[src/rtl/lcfe_pkg.sv]
// Shared constants, types and the sequencer microcode for the light command frame engine.
`default_nettype none

package lcfe_pkg;

    localparam int NUM_SLOTS_DEF = 13;

    localparam logic [7:0]  TICKS_PER_MS_RESET = 8'd156;
    localparam logic [15:0] TIMEOUT_MS_RESET   = 16'd100;

    localparam logic [7:0] CH_W = 8'h57;
    localparam logic [7:0] CH_R = 8'h52;
    localparam logic [7:0] CH_A = 8'h41;
    localparam logic [7:0] CH_N = 8'h4E;

    localparam logic OP_BYTE = 1'b0;
    localparam logic OP_TICK = 1'b1;

    localparam int CFG_IDX_W  = 1;
    localparam int CFG_DATA_W = 16;
    localparam logic [CFG_IDX_W-1:0] REG_TICKS_PER_MS = 1'd0;
    localparam logic [CFG_IDX_W-1:0] REG_TIMEOUT_MS   = 1'd1;

    localparam int SLOT_DATA_W = 40;
    localparam logic [2:0] FRAME_LAST_POS = 3'd7;
    localparam logic [2:0] READ_LAST_IDX  = 3'd6;

    // Sequencer step addresses.
    localparam logic [3:0] STEP_FETCH  = 4'd0;
    localparam logic [3:0] STEP_STORE  = 4'd1;
    localparam logic [3:0] STEP_DECODE = 4'd2;
    localparam logic [3:0] STEP_WCHK   = 4'd3;
    localparam logic [3:0] STEP_WRITE  = 4'd4;
    localparam logic [3:0] STEP_RCHK   = 4'd5;
    localparam logic [3:0] STEP_LOAD   = 4'd6;
    localparam logic [3:0] STEP_EMITB  = 4'd7;
    localparam logic [3:0] STEP_EMITS  = 4'd8;
    localparam logic [3:0] STEP_TICK   = 4'd9;
    localparam logic [3:0] STEP_MSCHK  = 4'd10;
    localparam logic [3:0] STEP_POSINC = 4'd11;
    localparam logic [3:0] STEP_NAK    = 4'd12;

    // Datapath actions.
    localparam logic [3:0] ACT_NONE    = 4'd0;
    localparam logic [3:0] ACT_BUF_WR  = 4'd1;
    localparam logic [3:0] ACT_POS_INC = 4'd2;
    localparam logic [3:0] ACT_POS_CLR = 4'd3;
    localparam logic [3:0] ACT_MEM_WR  = 4'd4;
    localparam logic [3:0] ACT_LOAD    = 4'd5;
    localparam logic [3:0] ACT_SUM_ADD = 4'd6;
    localparam logic [3:0] ACT_TICK    = 4'd7;
    localparam logic [3:0] ACT_MS_CHK  = 4'd8;

    // Jump conditions.
    localparam logic [2:0] COND_NEVER    = 3'd0;
    localparam logic [2:0] COND_ALWAYS   = 3'd1;
    localparam logic [2:0] COND_TICK     = 3'd2;
    localparam logic [2:0] COND_POS_MORE = 3'd3;
    localparam logic [2:0] COND_NOT_W    = 3'd4;
    localparam logic [2:0] COND_W_REJ    = 3'd5;
    localparam logic [2:0] COND_R_REJ    = 3'd6;
    localparam logic [2:0] COND_RD_MORE  = 3'd7;

    // Response byte sources.
    localparam logic [1:0] SRC_BUF = 2'd0;
    localparam logic [1:0] SRC_SUM = 2'd1;
    localparam logic [1:0] SRC_ACK = 2'd2;
    localparam logic [1:0] SRC_NAK = 2'd3;

    typedef struct packed {
        logic       accept;
        logic       emit;
        logic [1:0] src;
        logic       last;
        logic [3:0] act;
        logic [2:0] cond;
        logic [3:0] target;
    } ucode_t;

    typedef struct packed {
        logic                   en;
        logic [7:0]             slot;
        logic [SLOT_DATA_W-1:0] data;
    } slot_wr_t;

    function automatic ucode_t ucode_rom(input logic [3:0] pc);
        ucode_t w;
        w = '{accept: 1'b0, emit: 1'b0, src: SRC_BUF, last: 1'b0,
              act: ACT_NONE, cond: COND_ALWAYS, target: STEP_FETCH};
        case (pc)
            STEP_FETCH:
            begin
                w.accept = 1'b1;
                w.cond   = COND_TICK;
                w.target = STEP_TICK;
            end
            STEP_STORE:
            begin
                w.act    = ACT_BUF_WR;
                w.cond   = COND_POS_MORE;
                w.target = STEP_POSINC;
            end
            STEP_DECODE:
            begin
                w.act    = ACT_POS_CLR;
                w.cond   = COND_NOT_W;
                w.target = STEP_RCHK;
            end
            STEP_WCHK:
            begin
                w.cond   = COND_W_REJ;
                w.target = STEP_NAK;
            end
            STEP_WRITE:
            begin
                w.emit = 1'b1;
                w.src  = SRC_ACK;
                w.last = 1'b1;
                w.act  = ACT_MEM_WR;
            end
            STEP_RCHK:
            begin
                w.cond   = COND_R_REJ;
                w.target = STEP_NAK;
            end
            STEP_LOAD:
            begin
                w.act  = ACT_LOAD;
                w.cond = COND_NEVER;
            end
            STEP_EMITB:
            begin
                w.emit   = 1'b1;
                w.src    = SRC_BUF;
                w.act    = ACT_SUM_ADD;
                w.cond   = COND_RD_MORE;
                w.target = STEP_EMITB;
            end
            STEP_EMITS:
            begin
                w.emit = 1'b1;
                w.src  = SRC_SUM;
                w.last = 1'b1;
            end
            STEP_TICK:
            begin
                w.act  = ACT_TICK;
                w.cond = COND_NEVER;
            end
            STEP_MSCHK:
            begin
                w.act = ACT_MS_CHK;
            end
            STEP_POSINC:
            begin
                w.act = ACT_POS_INC;
            end
            STEP_NAK:
            begin
                w.emit = 1'b1;
                w.src  = SRC_NAK;
                w.last = 1'b1;
            end
            default:
            begin
                w.cond = COND_ALWAYS;
            end
        endcase
        return w;
    endfunction

endpackage

`default_nettype wire

[src/rtl/lcfe_req_if.sv]
// Input channel: received bytes and timer ticks.
`default_nettype none

interface lcfe_req_if;
    logic       valid;
    logic       ready;
    logic       operation;
    logic [7:0] rx_byte;

    modport source (output valid, operation, rx_byte, input ready);
    modport sink (input valid, operation, rx_byte, output ready);
    modport monitor (input valid, ready, operation, rx_byte);
endinterface

`default_nettype wire

[src/rtl/lcfe_rsp_if.sv]
// Output channel: response bytes.
`default_nettype none

interface lcfe_rsp_if;
    logic       valid;
    logic       ready;
    logic [7:0] tx_byte;
    logic       last;

    modport source (output valid, tx_byte, last, input ready);
    modport sink (input valid, tx_byte, last, output ready);
    modport monitor (input valid, ready, tx_byte, last);
endinterface

`default_nettype wire

[src/rtl/lcfe_slot_store.sv]
// Slot store: color memory with per-slot valid bits and a registered read port.
`default_nettype none

module lcfe_slot_store
    import lcfe_pkg::*;
#(
    parameter int NUM_SLOTS = NUM_SLOTS_DEF
)
(
    input  wire logic                   clk,
    input  wire logic                   rst_n,
    input  wire slot_wr_t               wr,
    input  wire logic [7:0]             rd_slot,
    output logic      [SLOT_DATA_W-1:0] rd_data
);

    localparam int SLOT_W = $clog2(NUM_SLOTS);

    logic [SLOT_DATA_W-1:0] mem [NUM_SLOTS];
    logic [NUM_SLOTS-1:0]   valid_reg;
    logic [SLOT_DATA_W-1:0] rd_mem_reg;
    logic                   rd_vld_reg;

    always_ff @(posedge clk)
    begin
        if (wr.en)
        begin
            mem[wr.slot[SLOT_W-1:0]] <= wr.data;
        end
        rd_mem_reg <= mem[rd_slot[SLOT_W-1:0]];
    end

    always_ff @(posedge clk or negedge rst_n)
    begin
        if (!rst_n)
        begin
            valid_reg  <= '0;
            rd_vld_reg <= 1'b0;
        end
        else
        begin
            if (wr.en)
            begin
                valid_reg[wr.slot[SLOT_W-1:0]] <= 1'b1;
            end
            rd_vld_reg <= valid_reg[rd_slot[SLOT_W-1:0]];
        end
    end

    // A slot never written since reset reads as zero.
    assign rd_data = rd_vld_reg ? rd_mem_reg : '0;

endmodule

`default_nettype wire

[src/rtl/light_command_frame_engine_unit.sv]
// Light command frame engine: top level with microcoded sequencer and datapath.
//
// The req channel carries one beat per received serial byte (operation 0)
// or per timer tick (operation 1). Eight byte beats form a command frame;
// a 'W' frame stores five color bytes in a slot and answers 'A', an 'R'
// frame answers eight beats (echo, slot, five stored bytes, checksum), and
// a rejected or unknown frame answers 'N'. The rsp channel flags the final
// beat of each response with last. Ticks feed a free-running divider that
// clears a partial frame when timeout_ms milliseconds have gone by.
// The sequencer handles one beat at a time: a byte that does not end a
// frame is stored and the position bumped, a tick steps the divider and
// timeout check, a frame end is decoded, checked and answered 'A' or 'N',
// and a read at one beat per cycle unless rsp stalls, by the single step loop.
// A response beat sits in an output register, so req is taken again as
// soon as the last beat is loaded; while rsp stalls, the sequencer waits
// on its next emit step and req stays low once it reaches one.
// Reset clears the frame position, divider, slot store and output valid at
// once; the block accepts beats from the first cycle after reset.
`default_nettype none

module light_command_frame_engine_unit
    import lcfe_pkg::*;
#(
    parameter int NUM_SLOTS = NUM_SLOTS_DEF
)
(
    input  wire logic                  clk,
    input  wire logic                  rst_n,
    lcfe_req_if.sink                   req,
    lcfe_rsp_if.source                 rsp,
    input  wire logic                  cfg_we,
    input  wire logic [CFG_IDX_W-1:0]  cfg_index,
    input  wire logic [CFG_DATA_W-1:0] cfg_data
);

    logic [3:0]  pc_reg, pc_next;
    logic [2:0]  pos_reg, pos_next;
    logic [2:0]  k_reg, k_next;
    logic [7:0]  sum_reg, sum_next;
    logic [7:0]  byte_reg;
    logic [7:0]  buf_reg [8];
    logic [7:0]  buf_next [8];
    logic [7:0]  tick_reg, tick_next;
    logic [15:0] ms_reg, ms_next;
    logic [7:0]  tpm_reg;
    logic [15:0] tmo_reg;
    logic        out_valid_reg, out_valid_next;
    logic [7:0]  out_byte_reg, out_byte_next;
    logic        out_last_reg, out_last_next;

    ucode_t                 uc;
    logic                   out_free;
    logic                   fire;
    logic                   cond_true;
    logic                   slot_bad;
    logic [7:0]             tick_inc;
    logic [7:0]             emit_byte;
    slot_wr_t               slot_wr;
    logic [SLOT_DATA_W-1:0] slot_rd;

    lcfe_slot_store #(
        .NUM_SLOTS (NUM_SLOTS)
    ) u_slot_store (
        .clk     (clk),
        .rst_n   (rst_n),
        .wr      (slot_wr),
        .rd_slot (buf_reg[1]),
        .rd_data (slot_rd)
    );

    assign uc       = ucode_rom(pc_reg);
    assign out_free = !out_valid_reg || rsp.ready;
    assign fire     = (!uc.accept || req.valid) && (!uc.emit || out_free);
    assign slot_bad = {1'b0, buf_reg[1]} >= 9'(NUM_SLOTS);
    assign tick_inc = tick_reg + 8'd1;

    assign req.ready   = uc.accept;
    assign rsp.valid   = out_valid_reg;
    assign rsp.tx_byte = out_byte_reg;
    assign rsp.last    = out_last_reg;

    assign slot_wr.en   = fire && (uc.act == ACT_MEM_WR);
    assign slot_wr.slot = buf_reg[1];
    assign slot_wr.data = {buf_reg[2], buf_reg[3], buf_reg[4], buf_reg[5], buf_reg[6]};

    always_comb
    begin
        case (uc.cond)
            COND_NEVER:    cond_true = 1'b0;
            COND_ALWAYS:   cond_true = 1'b1;
            COND_TICK:     cond_true = req.operation == OP_TICK;
            COND_POS_MORE: cond_true = pos_reg != FRAME_LAST_POS;
            COND_NOT_W:    cond_true = buf_reg[0] != CH_W;
            COND_W_REJ:    cond_true = slot_bad || (buf_reg[2] != 8'd0 && buf_reg[3] != 8'd0);
            COND_R_REJ:    cond_true = slot_bad || (buf_reg[0] != CH_R);
            COND_RD_MORE:  cond_true = k_reg != READ_LAST_IDX;
            default:       cond_true = 1'b0;
        endcase
    end

    always_comb
    begin
        case (uc.src)
            SRC_BUF: emit_byte = buf_reg[k_reg];
            SRC_SUM: emit_byte = sum_reg;
            SRC_ACK: emit_byte = CH_A;
            SRC_NAK: emit_byte = CH_N;
            default: emit_byte = CH_N;
        endcase
    end

    always_comb
    begin
        pc_next   = pc_reg;
        pos_next  = pos_reg;
        k_next    = k_reg;
        sum_next  = sum_reg;
        tick_next = tick_reg;
        ms_next   = ms_reg;
        buf_next  = buf_reg;
        out_valid_next = out_valid_reg && !rsp.ready;
        out_byte_next  = out_byte_reg;
        out_last_next  = out_last_reg;

        if (fire)
        begin
            pc_next = cond_true ? uc.target : pc_reg + 4'd1;
            if (uc.emit)
            begin
                out_valid_next = 1'b1;
                out_byte_next  = emit_byte;
                out_last_next  = uc.last;
            end
            case (uc.act)
                ACT_NONE:    ;
                ACT_BUF_WR:  buf_next[pos_reg] = byte_reg;
                ACT_POS_INC: pos_next = pos_reg + 3'd1;
                ACT_POS_CLR: pos_next = '0;
                ACT_MEM_WR:  ;
                ACT_LOAD:
                begin
                    buf_next[2] = slot_rd[39:32];
                    buf_next[3] = slot_rd[31:24];
                    buf_next[4] = slot_rd[23:16];
                    buf_next[5] = slot_rd[15:8];
                    buf_next[6] = slot_rd[7:0];
                    k_next      = '0;
                    sum_next    = '0;
                end
                ACT_SUM_ADD:
                begin
                    sum_next = sum_reg + buf_reg[k_reg];
                    k_next   = k_reg + 3'd1;
                end
                ACT_TICK:
                begin
                    if (tick_inc >= tpm_reg)
                    begin
                        tick_next = '0;
                        ms_next   = ms_reg + 16'd1;
                    end
                    else
                    begin
                        tick_next = tick_inc;
                    end
                end
                ACT_MS_CHK:
                begin
                    if (ms_reg >= tmo_reg)
                    begin
                        ms_next  = '0;
                        pos_next = '0;
                    end
                end
                default: ;
            endcase
        end
    end

    always_ff @(posedge clk or negedge rst_n)
    begin
        if (!rst_n)
        begin
            pc_reg        <= STEP_FETCH;
            pos_reg       <= '0;
            tick_reg      <= '0;
            ms_reg        <= '0;
            out_valid_reg <= 1'b0;
            tpm_reg       <= TICKS_PER_MS_RESET;
            tmo_reg       <= TIMEOUT_MS_RESET;
        end
        else
        begin
            pc_reg        <= pc_next;
            pos_reg       <= pos_next;
            tick_reg      <= tick_next;
            ms_reg        <= ms_next;
            out_valid_reg <= out_valid_next;
            if (cfg_we)
            begin
                case (cfg_index)
                    REG_TICKS_PER_MS: tpm_reg <= cfg_data[7:0];
                    REG_TIMEOUT_MS:   tmo_reg <= cfg_data;
                    default: ;
                endcase
            end
        end
    end

    always_ff @(posedge clk)
    begin
        k_reg        <= k_next;
        sum_reg      <= sum_next;
        buf_reg      <= buf_next;
        out_byte_reg <= out_byte_next;
        out_last_reg <= out_last_next;
        if (uc.accept && req.valid)
        begin
            byte_reg <= req.rx_byte;
        end
    end

endmodule

`default_nettype wire

[src/flat_wrapper.sv]
// flat-port wrapper written by rule: the top's interface ports become plain ports
module light_command_frame_engine_unit_flat import lcfe_pkg::*;
#(
    parameter int NUM_SLOTS = NUM_SLOTS_DEF
)
  (clk, rst_n, cfg_we, cfg_index, cfg_data, req_valid, req_operation, req_rx_byte, req_ready, rsp_valid, rsp_tx_byte, rsp_last, rsp_ready);
  lcfe_req_if req_i ();
  lcfe_rsp_if rsp_i ();
  input  wire logic clk;
  input  wire logic rst_n;
  input  wire logic cfg_we;
  input  wire logic [CFG_IDX_W-1:0] cfg_index;
  input  wire logic [CFG_DATA_W-1:0] cfg_data;
  input wire logic [$bits(req_i.valid)-1:0] req_valid;
  input wire logic [$bits(req_i.operation)-1:0] req_operation;
  input wire logic [$bits(req_i.rx_byte)-1:0] req_rx_byte;
  output wire logic [$bits(req_i.ready)-1:0] req_ready;
  output wire logic [$bits(rsp_i.valid)-1:0] rsp_valid;
  output wire logic [$bits(rsp_i.tx_byte)-1:0] rsp_tx_byte;
  output wire logic [$bits(rsp_i.last)-1:0] rsp_last;
  input wire logic [$bits(rsp_i.ready)-1:0] rsp_ready;
  assign req_i.valid = req_valid;
  assign req_i.operation = req_operation;
  assign req_i.rx_byte = req_rx_byte;
  assign req_ready = req_i.ready;
  assign rsp_valid = rsp_i.valid;
  assign rsp_tx_byte = rsp_i.tx_byte;
  assign rsp_last = rsp_i.last;
  assign rsp_i.ready = rsp_ready;
  light_command_frame_engine_unit #(.NUM_SLOTS(NUM_SLOTS)) u_core (.clk(clk), .rst_n(rst_n), .req(req_i), .rsp(rsp_i), .cfg_we(cfg_we), .cfg_index(cfg_index), .cfg_data(cfg_data));
endmodule
[config.mk]
export PLATFORM = sky130hd
export DESIGN_NAME = light_command_frame_engine_unit_flat
export DESIGN_NICKNAME = d
export VERILOG_FILES = /design/src/rtl/lcfe_pkg.sv /design/src/rtl/lcfe_req_if.sv /design/src/rtl/lcfe_rsp_if.sv /design/src/rtl/lcfe_slot_store.sv /design/src/rtl/light_command_frame_engine_unit.sv /design/src/flat_wrapper.sv
export SDC_FILE = /design/constraint.sdc
export NUM_CORES = 1
export LEC_CHECK = 0
export ABC_AREA = 1
export BUFFER_PORTS_ARGS = -buffer_cell sky130_fd_sc_hd__buf_2
export CAP_MARGIN = 20
export CORE_ASPECT_RATIO = 1.4
export CORE_MARGIN = 1.5
export CORE_UTILIZATION = 40
export CTS_CLUSTER_DIAMETER = 50
export DETAILED_ROUTE_END_ITERATION = 7
export PLACE_DENSITY = 0.52
export SETUP_SLACK_MARGIN = 0.4
export SLEW_MARGIN = 10
export SYNTH_ARGS = -nofsm -noshare
export SYNTH_HDL_FRONTEND = slang
export SYNTH_HIERARCHICAL = 1
export SYNTH_SLANG_ARGS = --single-unit
[constraint.sdc]
create_clock -name clk -period 6.1 [get_ports clk]
set_input_delay 0.915 -clock clk [delete_from_list [all_inputs] [get_ports clk]]
set_output_delay 0.915 -clock clk [all_outputs]
set_load 0.03 [all_outputs]
# Word-level counts from Yosys, hierarchy flattened
# Memories as Yosys holds them, arrays and structs flattened. A register that Yosys moved wholly into a read port is not among the register bits.
# Cells that the tools add are included.
# Widths: inputs -> output; s select.
op_classes:
  n_reduce_logical: 37
  eq_ne: 36
  mux: 33
  bitwise_logic: 4
  magnitude_cmp: 8
  add_sub_neg: 6
op_table:
  columns: ["operator", "n"]
  rows:
  - ["$pmux 40 s2", 1]
  - ["$bwmux 64", 1]
  - ["$mux 40", 1]
  - ["$eq 4x3->1 const B", 8]
  - ["$mux 16", 2]
  - ["$mux 8", 4]
  - ["$pmux 16 s2", 1]
  - ["$pmux 4 s8", 1]
  - ["$pmux 8 s4", 1]
  - ["$bmux 8 s3", 1]
  - ["$demux 8 s3", 1]
  - ["$eq 4x4->1 const B", 6]
  - ["$pmux 3 s7", 1]
  - ["$pmux 4 s5", 1]
  - ["$add 16x1->16 const B", 1]
  - ["$eq 4x2->1 const B", 4]
  - ["$ge 16x16->1", 1]
  - ["$ne 8x7->1 const B", 2]
  - ["$pmux 8 s2", 1]
  - ["$reduce_bool 8->1", 2]
  - ["$reduce_and 2->1", 7]
  - ["$or 13x13->13", 1]
  - ["$eq 3x3->1 const B", 4]
  - ["$pmux 3 s4", 1]
  - ["other kinds (39)", 70]
totals:
  reg_bits: 162
  out_inout_bits: 11
  inputBits: 31
  mem_bits_rw: 520
  n_memories: 1
  wordCells: 147
mem_list:
  columns: ["name", "words", "word_bits", "rd", "rd_ports_with_merged_regs", "write_ports", "line", "text"]
  rows:
  - ["u_core.u_slot_store.mem", 13, 40, 1, 1, 1, "lcfe_slot_store.sv:19", "logic [SLOT_DATA_W-1:0] mem [NUM_SLOTS];"]

# Depth between registers and ports, before layout
logic_depth:
  word_depth: 8
  mapped_depth: 19
  ltp_nobuf: 17

# Cells and area by module
# The synthesis kept the hierarchy.
by_module_without_submodules:
  columns: ["module", "seq_area_each_um2", "cells_each", "instances", "area_each_um2"]
  rows:
  - ["lcfe_slot_store", 16766.1, 2109, 1, 23244.8]
  - ["light_command_frame_engine_unit", 4172.8, 967, 1, 8493.1]

# Least setup slack after synthesis
# OpenSTA, ideal clock, no wires.
synth_timing:
  path_kind: "reg2reg"
  from: "register u_core.pc_reg[0]"
  to: "memory u_core.u_slot_store.mem[12][0] (enable)"
  path_slack_ps: 1078
  required_time_ps: 5611
  period_less_slack_ps: 5022
  n_path_buf: 0
  arrival_ps: 4533
  path_stages_with_launch: 10
  setup_ps: 489
  cell_sequence: "dfrtp_1 -> inv_1 -> ha_1 -> inv_1 -> nor2_1 -> inv_1 -> o21ai_4 -> nor3_1 -> nand3_1 -> nor3_1"
synth_rtl:
  columns: ["item", "line", "text"]
  rows:
  - ["from (decl)", "light_command_frame_engine_unit.sv:36", "logic [3:0] pc_reg, pc_next;"]
  - ["from (signal assigned)", "light_command_frame_engine_unit.sv:194", "pc_reg <= pc_next;"]
  - ["to (decl)", "lcfe_slot_store.sv:19", null]

==> parameters.txt <==
Parameter                              Value

Yosys
  Proportion of synthesized chip area in sequential cells    around 66%
  EDFF count, synth    612
  Warnings from Yosys    6
  Most used flip-flop cell after synthesis    edfxtp_1
  Mean instance size in the synthesized netlist    just over 10 um2
  Xor/xnor share of the synthesized area    less than 1%
  Largest family of logic cells by synthesized area    simple AND/OR/NAND/NOR gates
  Post-synth net total    roughly 3.1k
  Share of the synthesized area in compound gates (AO/OA/AOI/OAI)    between 4 and 5%
  Distinct cell type count of the synthesized netlist    48
  Synthesized-area fraction occupied by adder cells    under 10%
  Fraction of registers with async set or reset after synthesis    under 10%
  Post-synth top area cell    edfxtp_1
  Post-Synth Simple-Gate Area    between 20% and 30%
  Synth top area cells    edfxtp_1 58%, nand2_1 12%, nand3_1 5.5%, dfrtp_1 5.0%, inv_1 3.3%
  Total standard cell area after synthesis    31700 um2
  Register bit count reported by yosys    about 720
  Synth Instances    between 3k and 4k
  Multiplexer share of the synthesized area    0%
  Yosys top cell area share    between 50 and 60%

Setup path
  Worst-case reg-to-reg path depth    10
  Worst R2R Setup Slack    1.92 ns
  Endpoint of the worst setup timing path    u_core/u_slot_store/mem[1][26]
  Source of the critical timing path    u_core/pc_reg[0]
  Endpoint of the most critical register-to-register path    u_core/u_slot_store/mem[1][26]
  CP required    6.39 ns
  List of cells traversed by the critical path    inv_1 -> ha_1 -> nand2_2 -> nand2_1 -> nand3_1 -> o21ai_4 -> nor3_1 -> nand3_1 -> nor2_4 -> buf_4
  Element type at the critical path start    flip-flop
  Largest fanout on the critical path    25
  Critical path class    reg -> reg
  Largest incremental delay on the critical path    0.93 ns
  Crit path DAT    ~4.5 ns
  Most numerous cell on the critical path    nand3_1
  Critical-path top delay cell    nor2_4
  Launch instance of the worst register-to-register path    u_core/pc_reg[0]
  Critical Path Sink Type    flip-flop

Timing
  Achievable clock frequency    between 0.2 and 0.25 GHz
  Post-route setup TNS    0 ns
  Max-slew violation count    0
  Final count of negative-setup-slack endpoints    0
  Final worst clock skew    0.0276 ns
  Final Critical Period    4.18 ns
  Final worst path period share    between 60% and 70%
  Unrepaired setup endpoints after global routing    no
  Final-report hold violation count    0
  Worst slew margin relative to its limit    between 20% and 30%
  Least-Margin Pin Slew    approximately 1.1 ns
  Post-route worst setup slack    about 1.9 ns

Pwr
  Share of total power consumed by net switching    about a third
  Psw    around 4.5 mW
  Sequential share of power    48.2%
  Max VDD drop    0.344 mV
  Internal power summed over all cells    9.26 mW
  Power, Total    around 14 mW
  Part of the power in the clock network    between 30% and 40%
  Combinational power share    between 10% and 20%
  Leakage Power    approximately 14 nW
  Power Density    390 nW/um2

Worst hold path
  Type of the worst min-delay path    in -> async

Layout
  Commonest non-fill, non-tap cells in the layout    983 x nand2_1, 612 x edfxtp_1, 346 x nand3_1
  Number of flip-flops under the largest register name    520
  Count of inserted antenna diode cells    0
  Layout cell share with drive strength beyond 1    about 9.0%
  Most common cell after layout, fill and taps aside    nand2_1
  Number of nets in the finished design    about 3.2k
  Final core utilization    between 40% and 50%
  Synthesis-to-finish area growth    10.9%

Placement
  Routability congestion estimate    0.880
  Port Buffers    41
  Post-Place Setup Slack    roughly 1.8 ns
  HPWL Detailed    approximately 53 mm

Floorplanning
  Die height    336 um
  Chip Width    241 um
  Overall die area    approximately 81000 um2
  Io pins    42
  Core region area    just under 80000 um2
  # rows    about 120
  Initial Util    between 40% and 50%

CTS
  Clock tree from TritonCTS    yes
  CTS buffer count    ~70
  Clock insertion delay at the later pin of the skew report    around 0.63 ns
  CTS Buffer Depth    3
  Num Clock Sinks    just over 700
  Clock transition at the registers of the reported paths    about 0.060 ns
  Clock tree root buffer cell    clkbuf_16
  Hold_buf cts    0
  Post-CTS repair timing setup buffer count    0
  Post-cts repair resize count    0
  Level count of the clock H-tree    3

Route
  Total wire length after detailed routing    between 80 and 90 mm
  Via density per instance    around 5.2
  Residual DRC    0
  Number of nets with antenna violations after routing    0
  Total via count after detailed routing    about 22k
  Detailed router's first-iteration violation count    1867
  Number of iterations in the first detailed-routing pass    6
  Wire per inst    between 20 and 25 um

GRT
  Via count of the first global-routing pass    between 20k and 25k
  Global route total overflow    0
  Maximum number of pins on one net before global-route repair    roughly 180
  Global-route wire length before repair    133 mm
  Number of antenna violations at the first check in global routing    0
  All-layer global routing usage    a little over a fifth

Flow run
  Number of maximum-capacitance constraint violations    0

Outcome
  Outcome    complete, no violations
-- how the worst min path moves through the flow --
stage,slack (ns),endpoint,cells past startpoint,start
floorplan,0.43,u_core/u_slot_store/valid_reg[0],2,u_core/u_slot_store/valid_reg[0]
global placement,0.45,u_core/u_slot_store/valid_reg[7],2,u_core/u_slot_store/valid_reg[7]
detailed placement,0.45,u_core/u_slot_store/valid_reg[2],2,u_core/u_slot_store/valid_reg[2]
CTS,0.40,u_core/rsp.valid,1,rst_n
global route,0.44,u_core/rsp.valid,1,rst_n
finish,0.39,u_core/pc_reg[2],1,rst_n
-- per-stage QoR --
stage | hold WS, ns | std cells | area [um2]
after global routing | 0.443 | 4194 | 35200
after floorplan | 0.427 | 3076 | 31700
after CTS | 0.399 | 4190 | 35200
after detailed placement | 0.451 | 4059 | 32800
after global placement | 0.449 | 4058 | 32800
final | 0.387 | 4194 | 35200
-- layer usage --
layer  vias up  part of all wire [%]  GRT usage [%]
met2       666                    49           37.6
met4         0                   2.8           7.21
met3       128                   5.8           3.00
met1     10800                    42           28.6
met5         -                     0              0
li1      10300                     -              -
-- worst max-delay path: cells and delay by family, from the launching register on --
| family | cells | cell delay (ns) |
|---|---|---|
| buffers and inverters | 2 | 0.56 |
| AND/OR/NAND/NOR | 6 | 2.42 |
| flip-flops | 1 | 0.41 |
| adder cells (fa/ha/maj) | 1 | 0.27 |
| AO/OA/AOI/OAI | 1 | 0.13 |
-- cell type report --
cell class / instances / area [um2]
flip-flops and latches: 722 / 20900
well taps: 1054 / 1320
clock buffers: 97 / 2040
repair buffers: 77 / 526
multi-input cells: 1918 / 8970
clock inverters: 34 / 294
fillers: 7520 / 43600
inverters: 292 / 1110
-- synth_stat cells (all sizes together), types with 2 or more instances --
cell and number:
clkbuf 51, o211ai 29, nand3b 4, dfstp 7, o21a 2, dfrtp 63
ha 41, a21o 3, o21ai 135, o22ai 7, or2 13, dfxtp 40
a22o 2, a31oi 6, nor2 224, nand4 17, nor3 21, buf 93
nand3 349, a21oi 36, xor2 19, edfxtp 612, nand2 998, xnor2 5
o221ai 3, inv 292
-- cells by family (layout without fill, tap and decap cells) --
family / after synthesis / count (layout)
XOR/XNOR: 24 / 24
buffers and inverters: 436 / 500
AND/OR/NAND/NOR: 1629 / 1629
flip-flops: 722 / 722
AO/OA/AOI/OAI: 223 / 223
adder cells (fa/ha/maj): 42 / 42
-- power groups by stage --
stage,registers [mW],clock network [mW],logic (mW)
floorplan,6.42,0,1.94
global placement,6.72,0,2.67
detailed placement,6.72,0,2.69
CTS,6.62,4.52,2.70
global route,6.66,4.69,3.01
finish,6.61,4.42,2.70
Power figures use the tool's default switching activity.
